**config.mk**
```make
export PLATFORM = sky130hd
export DESIGN_NAME = sequenced_event_ring_log
export DESIGN_NICKNAME = d
export VERILOG_FILES = /design/src/rtl/serl_pkg.sv /design/src/rtl/sequenced_event_ring_log.sv /design/src/rtl/serl_ram.sv /design/src/rtl/serl_ctrl.sv
export SDC_FILE = /design/constraint.sdc
export NUM_CORES = 2
export LEC_CHECK = 0
export BUFFER_PORTS_ARGS = -buffer_cell sky130_fd_sc_hd__buf_4
export CAP_MARGIN = 20
export CORE_ASPECT_RATIO = 1.25
export CORE_MARGIN = 10
export CORE_UTILIZATION = 50
export DETAILED_ROUTE_END_ITERATION = 7
export GPL_TIMING_DRIVEN = 0
export PLACE_DENSITY = 0.67
export SYNTH_ARGS = -nofsm -noshare
export SYNTH_HDL_FRONTEND = slang
export SYNTH_SLANG_ARGS = --single-unit
```
**constraint.sdc**
```tcl
create_clock -name clk -period 21.3 [get_ports clk]
set_clock_uncertainty 0.1 [all_clocks]
set_input_delay 3.195 -clock clk [delete_from_list [all_inputs] [get_ports clk]]
set_output_delay 3.195 -clock clk [all_outputs]
set_load 0.02 [all_outputs]
```
**src/rtl/serl_pkg.sv**
```systemverilog
// Shared types and constants for the sequenced event ring log.
`timescale 1ns / 1ps
package serl_pkg;

  localparam int DEPTH       = 16;
  localparam int ADDR_W      = (DEPTH > 1) ? $clog2(DEPTH) : 1;
  localparam int FILL_W      = $clog2(DEPTH + 1);
  localparam int MAXC_W      = 5;
  localparam int MAX_RESULTS = 16;
  localparam int CNT_W       = $clog2(MAX_RESULTS + 1);

  localparam logic [31:0] SYNC_RESET = 32'd946684800;

  typedef enum logic {
    REQ_RECORD = 1'b0,
    REQ_QUERY  = 1'b1
  } req_t;

  typedef enum logic [1:0] {
    ST_IDLE,
    ST_PLAN,
    ST_READ,
    ST_DRAIN
  } state_t;

  typedef struct packed {
    logic [31:0] seq;
    logic [31:0] ms;
    logic [31:0] wall;
    logic [63:0] number;
    logic        known;
  } entry_t;

  localparam int ENTRY_W = $bits(entry_t);

  typedef struct packed {
    logic              we;
    logic [ADDR_W-1:0] waddr;
    logic              re;
    logic [ADDR_W-1:0] raddr;
  } ram_req_t;

  typedef struct packed {
    logic        found;
    logic [31:0] event_seq;
    logic [31:0] event_ms;
    logic [31:0] event_wall;
    logic [63:0] event_number;
    logic        event_known;
    logic        last;
    logic [31:0] latest_seq;
    logic [31:0] dropped_count;
  } result_t;

endpackage

```
**src/rtl/sequenced_event_ring_log.sv**
```systemverilog
// Top level of the sequenced event ring log: config register, RAM and sequencer.
//
// Channel  Ports                          Handshake
// input    start, busy, in_*              taken when start is high and busy is low
// result   out_strobe, out_*              valid while out_strobe is high, no back-pressure
// config   cfg_we, cfg_wdata              written when cfg_we is high
//
// A record item is written into the RAM in the cycle it is taken; records may follow each other every cycle.
// A query holds busy until its final item is shown and delivers its n items on
// consecutive cycles after the PLAN state, each read from the RAM and then registered;
// the single read port of the event RAM sets one item per cycle.
// rst_n is synchronous and clears pointers and counters; the RAM is not cleared.
// The receiver cannot stall, so nothing ever waits on the result side.
`timescale 1ns / 1ps
module sequenced_event_ring_log (
  input  logic                        clk,
  input  logic                        rst_n,
  input  logic                        start,
  output logic                        busy,
  input  logic                        in_req_type,
  input  logic [63:0]                 in_caller_number,
  input  logic                        in_caller_present,
  input  logic [31:0]                 in_ms_time,
  input  logic [31:0]                 in_wall_time,
  input  logic [31:0]                 in_after_seq,
  input  logic [serl_pkg::MAXC_W-1:0] in_max_count,
  output logic                        out_strobe,
  output logic                        out_found,
  output logic [31:0]                 out_event_seq,
  output logic [31:0]                 out_event_ms,
  output logic [31:0]                 out_event_wall,
  output logic [63:0]                 out_event_number,
  output logic                        out_event_known,
  output logic                        out_last,
  output logic [31:0]                 out_latest_seq,
  output logic [31:0]                 out_dropped_count,
  input  logic                        cfg_we,
  input  logic [31:0]                 cfg_wdata
);

  logic [31:0]        thresh_r;
  serl_pkg::ram_req_t ram_req;
  serl_pkg::entry_t   wr_data;
  serl_pkg::entry_t   rd_data;
  serl_pkg::result_t  res;

  // Hold the sync threshold
  always_ff @(posedge clk) begin
    if (!rst_n) begin
      thresh_r <= serl_pkg::SYNC_RESET;
    end else if (cfg_we) begin
      thresh_r <= cfg_wdata;
    end
  end

  serl_ram #(
    .WIDTH   (serl_pkg::ENTRY_W),
    .AW      (serl_pkg::ADDR_W),
    .ENTRIES (serl_pkg::DEPTH)
  ) u_ram (
    .clk   (clk),
    .we    (ram_req.we),
    .waddr (ram_req.waddr),
    .wdata (wr_data),
    .re    (ram_req.re),
    .raddr (ram_req.raddr),
    .rdata (rd_data)
  );

  serl_ctrl u_ctrl (
    .clk            (clk),
    .rst_n          (rst_n),
    .start          (start),
    .req_type       (in_req_type),
    .caller_number  (in_caller_number),
    .caller_present (in_caller_present),
    .ms_time        (in_ms_time),
    .wall_time      (in_wall_time),
    .after_seq      (in_after_seq),
    .max_count      (in_max_count),
    .sync_threshold (thresh_r),
    .rd_data        (rd_data),
    .busy           (busy),
    .ram_req        (ram_req),
    .wr_data        (wr_data),
    .res_strobe     (out_strobe),
    .res            (res)
  );

  // Spread the result onto its ports
  assign out_found         = res.found;
  assign out_event_seq     = res.event_seq;
  assign out_event_ms      = res.event_ms;
  assign out_event_wall    = res.event_wall;
  assign out_event_number  = res.event_number;
  assign out_event_known   = res.event_known;
  assign out_last          = res.last;
  assign out_latest_seq    = res.latest_seq;
  assign out_dropped_count = res.dropped_count;

endmodule

```
**src/rtl/serl_ram.sv**
```systemverilog
// Simple dual-port synchronous RAM with registered read data.
`timescale 1ns / 1ps
module serl_ram #(
  parameter int WIDTH   = 8,
  parameter int AW      = 4,
  parameter int ENTRIES = 16
) (
  input  logic             clk,
  input  logic             we,
  input  logic [AW-1:0]    waddr,
  input  logic [WIDTH-1:0] wdata,
  input  logic             re,
  input  logic [AW-1:0]    raddr,
  output logic [WIDTH-1:0] rdata
);

  logic [WIDTH-1:0] mem [ENTRIES];

  // Write port
  always_ff @(posedge clk) begin
    if (we) begin
      mem[waddr] <= wdata;
    end
  end

  // Read port with registered read data
  always_ff @(posedge clk) begin
    if (re) begin
      rdata <= mem[raddr];
    end
  end

endmodule

```
**src/rtl/serl_ctrl.sv**
```systemverilog
// Ring pointers, counters and the query sequencer with its result register.
`timescale 1ns / 1ps
module serl_ctrl (
  input  logic                       clk,
  input  logic                       rst_n,
  input  logic                       start,
  input  logic                       req_type,
  input  logic [63:0]                caller_number,
  input  logic                       caller_present,
  input  logic [31:0]                ms_time,
  input  logic [31:0]                wall_time,
  input  logic [31:0]                after_seq,
  input  logic [serl_pkg::MAXC_W-1:0] max_count,
  input  logic [31:0]                sync_threshold,
  input  serl_pkg::entry_t           rd_data,
  output logic                       busy,
  output serl_pkg::ram_req_t         ram_req,
  output serl_pkg::entry_t           wr_data,
  output logic                       res_strobe,
  output serl_pkg::result_t          res
);

  localparam int AW    = serl_pkg::ADDR_W;
  localparam int FW    = serl_pkg::FILL_W;
  localparam int CW    = serl_pkg::CNT_W;
  localparam int AS_W  = AW + 1;
  localparam int CMP_W = (FW > CW) ? FW : CW;

  localparam logic [serl_pkg::MAXC_W-1:0] MAXC_LIMIT =
    serl_pkg::MAXC_W'(serl_pkg::MAX_RESULTS);

  serl_pkg::state_t  state_r, state_nxt;
  logic [AW-1:0]     write_pos_r, write_pos_nxt;
  logic [FW-1:0]     fill_r, fill_nxt;
  logic [31:0]       newest_r, newest_nxt;
  logic [31:0]       drop_r, drop_nxt;
  logic [31:0]       diff_r, diff_nxt;
  logic [CW-1:0]     maxc_r, maxc_nxt;
  logic [AW-1:0]     addr_r, addr_nxt;
  logic [CW-1:0]     left_r, left_nxt;
  logic              rd_vld_r, rd_vld_nxt;
  logic              rd_last_r, rd_last_nxt;
  logic              out_strobe_r, out_strobe_nxt;
  serl_pkg::result_t out_r, out_nxt;

  logic              accept;
  logic              full;
  logic              skip_pos;
  logic              past_end;
  logic              empty;
  logic [FW-1:0]     skip_f;
  logic [FW-1:0]     avail;
  logic [CW-1:0]     n_cnt;
  logic [AW-1:0]     oldest;
  logic [AS_W-1:0]   start_sum;
  logic [AW-1:0]     start_addr;

  assign busy   = (state_r != serl_pkg::ST_IDLE);
  assign accept = start && !busy;
  assign full   = (fill_r == FW'(serl_pkg::DEPTH));

  // Build the entry of a record item
  always_comb begin
    wr_data.seq    = newest_r + 32'd1;
    wr_data.ms     = ms_time;
    wr_data.wall   = (wall_time > sync_threshold) ? wall_time : 32'd0;
    wr_data.number = caller_present ? caller_number : 64'd0;
    wr_data.known  = caller_present;
  end

  // Plan a query: skip count, result count and first slot
  always_comb begin
    skip_pos  = (diff_r != 32'd0) && !diff_r[31];
    past_end  = skip_pos && (diff_r >= 32'(fill_r));
    empty     = (maxc_r == '0) || (fill_r == '0) || past_end;
    skip_f    = skip_pos ? diff_r[FW-1:0] : '0;
    avail     = fill_r - skip_f;
    n_cnt     = (CMP_W'(avail) < CMP_W'(maxc_r)) ? CW'(avail) : maxc_r;
    oldest    = full ? write_pos_r : '0;
    start_sum = AS_W'(oldest) + AS_W'(skip_f);
    if (start_sum >= AS_W'(serl_pkg::DEPTH)) begin
      start_addr = AW'(start_sum - AS_W'(serl_pkg::DEPTH));
    end else begin
      start_addr = AW'(start_sum);
    end
  end

  // Next state, counters and result register
  always_comb begin
    state_nxt      = state_r;
    write_pos_nxt  = write_pos_r;
    fill_nxt       = fill_r;
    newest_nxt     = newest_r;
    drop_nxt       = drop_r;
    diff_nxt       = diff_r;
    maxc_nxt       = maxc_r;
    addr_nxt       = addr_r;
    left_nxt       = left_r;
    rd_vld_nxt     = 1'b0;
    rd_last_nxt    = 1'b0;
    out_strobe_nxt = 1'b0;
    out_nxt        = out_r;
    ram_req.we     = 1'b0;
    ram_req.waddr  = write_pos_r;
    ram_req.re     = 1'b0;
    ram_req.raddr  = addr_r;

    // Load a result returned by the RAM
    if (rd_vld_r) begin
      out_strobe_nxt        = 1'b1;
      out_nxt.found         = 1'b1;
      out_nxt.event_seq     = rd_data.seq;
      out_nxt.event_ms      = rd_data.ms;
      out_nxt.event_wall    = rd_data.wall;
      out_nxt.event_number  = rd_data.number;
      out_nxt.event_known   = rd_data.known;
      out_nxt.last          = rd_last_r;
      out_nxt.latest_seq    = newest_r;
      out_nxt.dropped_count = drop_r;
    end

    case (state_r)
      serl_pkg::ST_IDLE: begin
        if (accept && (req_type == serl_pkg::REQ_RECORD)) begin
          ram_req.we    = 1'b1;
          write_pos_nxt = (write_pos_r == AW'(serl_pkg::DEPTH - 1)) ? '0
                                                                  : write_pos_r + 1'b1;
          if (full) begin
            drop_nxt = drop_r + 32'd1;
          end else begin
            fill_nxt = fill_r + 1'b1;
          end
          newest_nxt = newest_r + 32'd1;
        end else if (accept) begin
          diff_nxt  = after_seq - drop_r;
          maxc_nxt  = (max_count > MAXC_LIMIT) ? CW'(serl_pkg::MAX_RESULTS)
                                               : CW'(max_count);
          state_nxt = serl_pkg::ST_PLAN;
        end
      end
      serl_pkg::ST_PLAN: begin
        if (empty) begin
          out_strobe_nxt        = 1'b1;
          out_nxt               = '0;
          out_nxt.last          = 1'b1;
          out_nxt.latest_seq    = newest_r;
          out_nxt.dropped_count = drop_r;
          state_nxt             = serl_pkg::ST_IDLE;
        end else begin
          addr_nxt  = start_addr;
          left_nxt  = n_cnt;
          state_nxt = serl_pkg::ST_READ;
        end
      end
      serl_pkg::ST_READ: begin
        ram_req.re  = 1'b1;
        rd_vld_nxt  = 1'b1;
        rd_last_nxt = (left_r == CW'(1));
        addr_nxt    = (addr_r == AW'(serl_pkg::DEPTH - 1)) ? '0 : addr_r + 1'b1;
        left_nxt    = left_r - 1'b1;
        if (left_r == CW'(1)) begin
          state_nxt = serl_pkg::ST_DRAIN;
        end
      end
      serl_pkg::ST_DRAIN: begin
        state_nxt = serl_pkg::ST_IDLE;
      end
      default: begin
        state_nxt = serl_pkg::ST_IDLE;
      end
    endcase
  end

  // Control registers
  always_ff @(posedge clk) begin
    if (!rst_n) begin
      state_r      <= serl_pkg::ST_IDLE;
      write_pos_r  <= '0;
      fill_r       <= '0;
      newest_r     <= '0;
      drop_r       <= '0;
      left_r       <= '0;
      rd_vld_r     <= 1'b0;
      rd_last_r    <= 1'b0;
      out_strobe_r <= 1'b0;
    end else begin
      state_r      <= state_nxt;
      write_pos_r  <= write_pos_nxt;
      fill_r       <= fill_nxt;
      newest_r     <= newest_nxt;
      drop_r       <= drop_nxt;
      left_r       <= left_nxt;
      rd_vld_r     <= rd_vld_nxt;
      rd_last_r    <= rd_last_nxt;
      out_strobe_r <= out_strobe_nxt;
    end
  end

  // Payload registers
  always_ff @(posedge clk) begin
    diff_r <= diff_nxt;
    maxc_r <= maxc_nxt;
    addr_r <= addr_nxt;
    out_r  <= out_nxt;
  end

  assign res_strobe = out_strobe_r;
  assign res        = out_r;

endmodule

```
==> impl_results.md <==
* Number of setup violations in the final report at 0
* Yosys cell types at slightly above 70
* GPL Wtd Cong at about 0.8
* WL/cell at 32.4 µm
* Initial antenna violation count at 21
* Via total after detailed routing at 62600
* CP required at roughly 22 ns
* CP Class: primary input to flop
* Share of cells above drive strength 1 at between 30% and 40%
* Sequential area share after synthesis at 75.3%
* DPL Wire Length at 227000 µm
* Row count at 200
* Largest net degree at the start of global routing at 43
* Final Hold Viols at 0
* Port buffer count at 429
* Fin nets at between 7000 and 8000
* Yosys top cell area share at around 70%
* Syn Area/Cell at about 21 µm²
* RSZ-0062 raised after global routing: false
* Total grt overflow at 0
* Post-route insts no fill at 10200
* TritonRoute pass-1 iters at 6
* Period utilisation layout at 31.3%
* Top post-synthesis cells by area: edfxtp_1, mux4_2, dfxtp_1
* Arrival time at the worst endpoint at 7.13 ns
* Worst setup EP type: flop
* Max_slew headroom at between 10% and 20%
* Worst Max-Slew Pin Slew at between 1 and 1.5 ns
* Gate Count Post-Synth at ~5800
* Power Total at between 10 and 15 mW
* Post-synthesis register bit count at ~3100
* Final WL at 332000 µm
* CP max stage cell: nor3_2
* Antenna viol nets, final at 0
* Clock Sinks at 3120
* CTS tree: done
* Core box area at between 200000 and 250000 µm²
* Most frequent CP cell: buf_6
* Setup Fix Bufs, Post-CTS at 0
* Area grow syn2layout at 18.8%
* Async SR Flop Fraction at 0%
* PwrDens at around 90 nW/µm²
* First-pass GRT wire length at 470000 µm
* Largest stage delay on the critical path at about 0.76 ns
* Vias in the first global route at 64000
* GRT Total Usage at between 20% and 30%
* Storage element area at 90300 µm²
* Post-Syn Area at approximately 120000 µm²
* Root buffer cell: clkbuf_16
* Remaining DRCs at 0
* H-tree depth at 5
* Max Slew Vio Count at 0
* Die Footprint at 260000 µm²
* Worst reg2reg setup slack at approximately 17 ns
* Min-delay worst type: flop to flop
* Area of the multi-input gates at 28200 µm²
* Die Y at between 500 and 600 µm
* VDD IR max at between 0.05 and 0.06 mV
* Status: finished clean
* Max clock buf depth at 4
* Most area-hungry cell type in the Yosys netlist: edfxtp_1
* Resize count post-CTS at 0
* Vias per cell at a little over 6
* Leak at around 48 nW
* Worst Path Max Fanout at 10
* Most used flip-flop cell after synthesis: edfxtp_1
* TritonCTS Buffers at 304
* F_max at 0.150 GHz
* Worst-skew pair later-pin latency at 0.86 ns
* IO Count at 432
* Cell Chain, Critical Path: buf_4, nor4b_4, clkbuf_1, nand2_1, nor3_2, buf_6, buf_6, buf_6, buf_8, buf_6, buf_6, buf_6, buf_8
* FILL cells at about 17000
* Worst setup SP type: primary input
* CTS Hold Bufs at 0
* EDFF count, synth at approximately 2800
* Post-synth net total at 6082
* Die Span X at roughly 460 µm
* Fin crit period at 6.66 ns
* Post-Place Cells at 9630
* Reg clk slew, reported paths at around 0.050 ns
* Initial Util at between 50% and 60%
* MaxCap Viol Count at 0
* Synth warn at 0
* Initial DRC count at ~7300
==> area by class of cell <==
class | instances | area share, %
Antenna cell | 12 | 0.0211
Buffer | 291 | 0.863
Clock buffer | 394 | 5.92
Clock inverter | 157 | 1.19
Inverter | 93 | 0.245
Multi-Input combinational cell | 2281 | 19.8
Sequential cell | 3120 | 63.4
Tap cell | 3131 | 2.75
Timing Repair Buffer | 760 | 5.81
==> layer usage <==
metal	GRT usage, %	part of all wire (%)
met5	0	0.023
met4	9.75	4.3
met2	41.9	50
met1	32.8	38
met3	4.75	8.3
==> sequential cells by signal, summed over array words and instances (netlist names), named ones only <==
| signal | cells |
|---|---|
| u_ctrl.addr_r | 4 |
| u_ctrl.left_r | 5 |
| u_ctrl.res | 227 |
| u_ctrl.maxc_r | 5 |
| u_ctrl.drop_r | 32 |
| u_ctrl.write_pos_r | 4 |
| u_ctrl.state_r | 1 |
| u_ctrl.fill_r | 5 |
| u_ctrl.rd_vld_r | 1 |
| u_ram.rdata | 161 |
| u_ctrl.diff_r | 32 |
| u_ram.mem | 2576 |
| u_ctrl.newest_r | 32 |
| u_ctrl.rd_last_r | 1 |
| thresh_r | 32 |
| u_ctrl.res_strobe | 1 |
==> through the flow <==
stage,util (%),instance area (µm²),worst slack [ns],hold slack [ns],setup TNS [ns]
final,59.8,142000,14.64,0.370,0
after floorplan,-,120000,5.38,0.316,0
after detailed placement,55.3,132000,13.85,0.359,0
after global routing,59.8,142000,14.60,0.388,0
after global placement,53.3,127000,-11.29,0.352,-8124.82
after CTS,59.6,142000,14.76,0.374,0
==> cells in the final DEF, fill, tap and decap left out, types with 93 or more instances in the layout <==
master,n
nor2_1,218
clkbuf_1,212
mux2i_1,207
dfxtp_1,342
a21oi_1,102
clkbuf_16,313
edfxtp_1,2778
mux4_2,779
nand2_1,111
and2_1,122
buf_4,470
buf_6,113
inv_1,93
==> report_power, final <==
part | total [mW] | internal, mW | switching (mW)
combinational | 0.419 | 0.152 | 0.267
clock | 5.49 | 3.20 | 2.29
sequential | 6.72 | 6.70 | 0.0204
==> critical path, delay by kind of cell <==
family,cells,cell delay [ns]
buffers and inverters,10,2.07
AND/OR/NAND/NOR,3,1.81
==> synth_stat cells (65+ instances only) <==
cell type	instances
a21oi_1	104
and2_1	122
buf_1	66
clkbuf_1	173
dfxtp_1	342
edfxtp_1	2778
ha_1	91
inv_1	93
mux2i_1	207
mux4_2	779
nand2_1	111
nand3_1	65
nor2_1	231
nor2b_1	67
xnor2_1	82
==> cell families after synthesis <==
family	Yosys count	synth area share (%)
and+or+nand+nor	729	3.08
buffers and inverters	384	1.30
AOI/OAI and AO/OA	285	1.50
muxes	1050	17.0
DFF	3120	75.3
adders and majority gates	94	0.999
xor gates and xnor gates	123	0.898
==> final timing paths <==
kind,startpoint,endpoint,cells past startpoint
hold / removal,u_ctrl.res[27],u_ctrl.res[27],1
hold reg to reg,u_ctrl.res[27],u_ctrl.res[27],1
setup reg to reg,flop,u_ram.mem[0][34],13
setup / recovery,in_req_type,u_ram.mem[0][34],13
(Power assumes the default switching activity.)
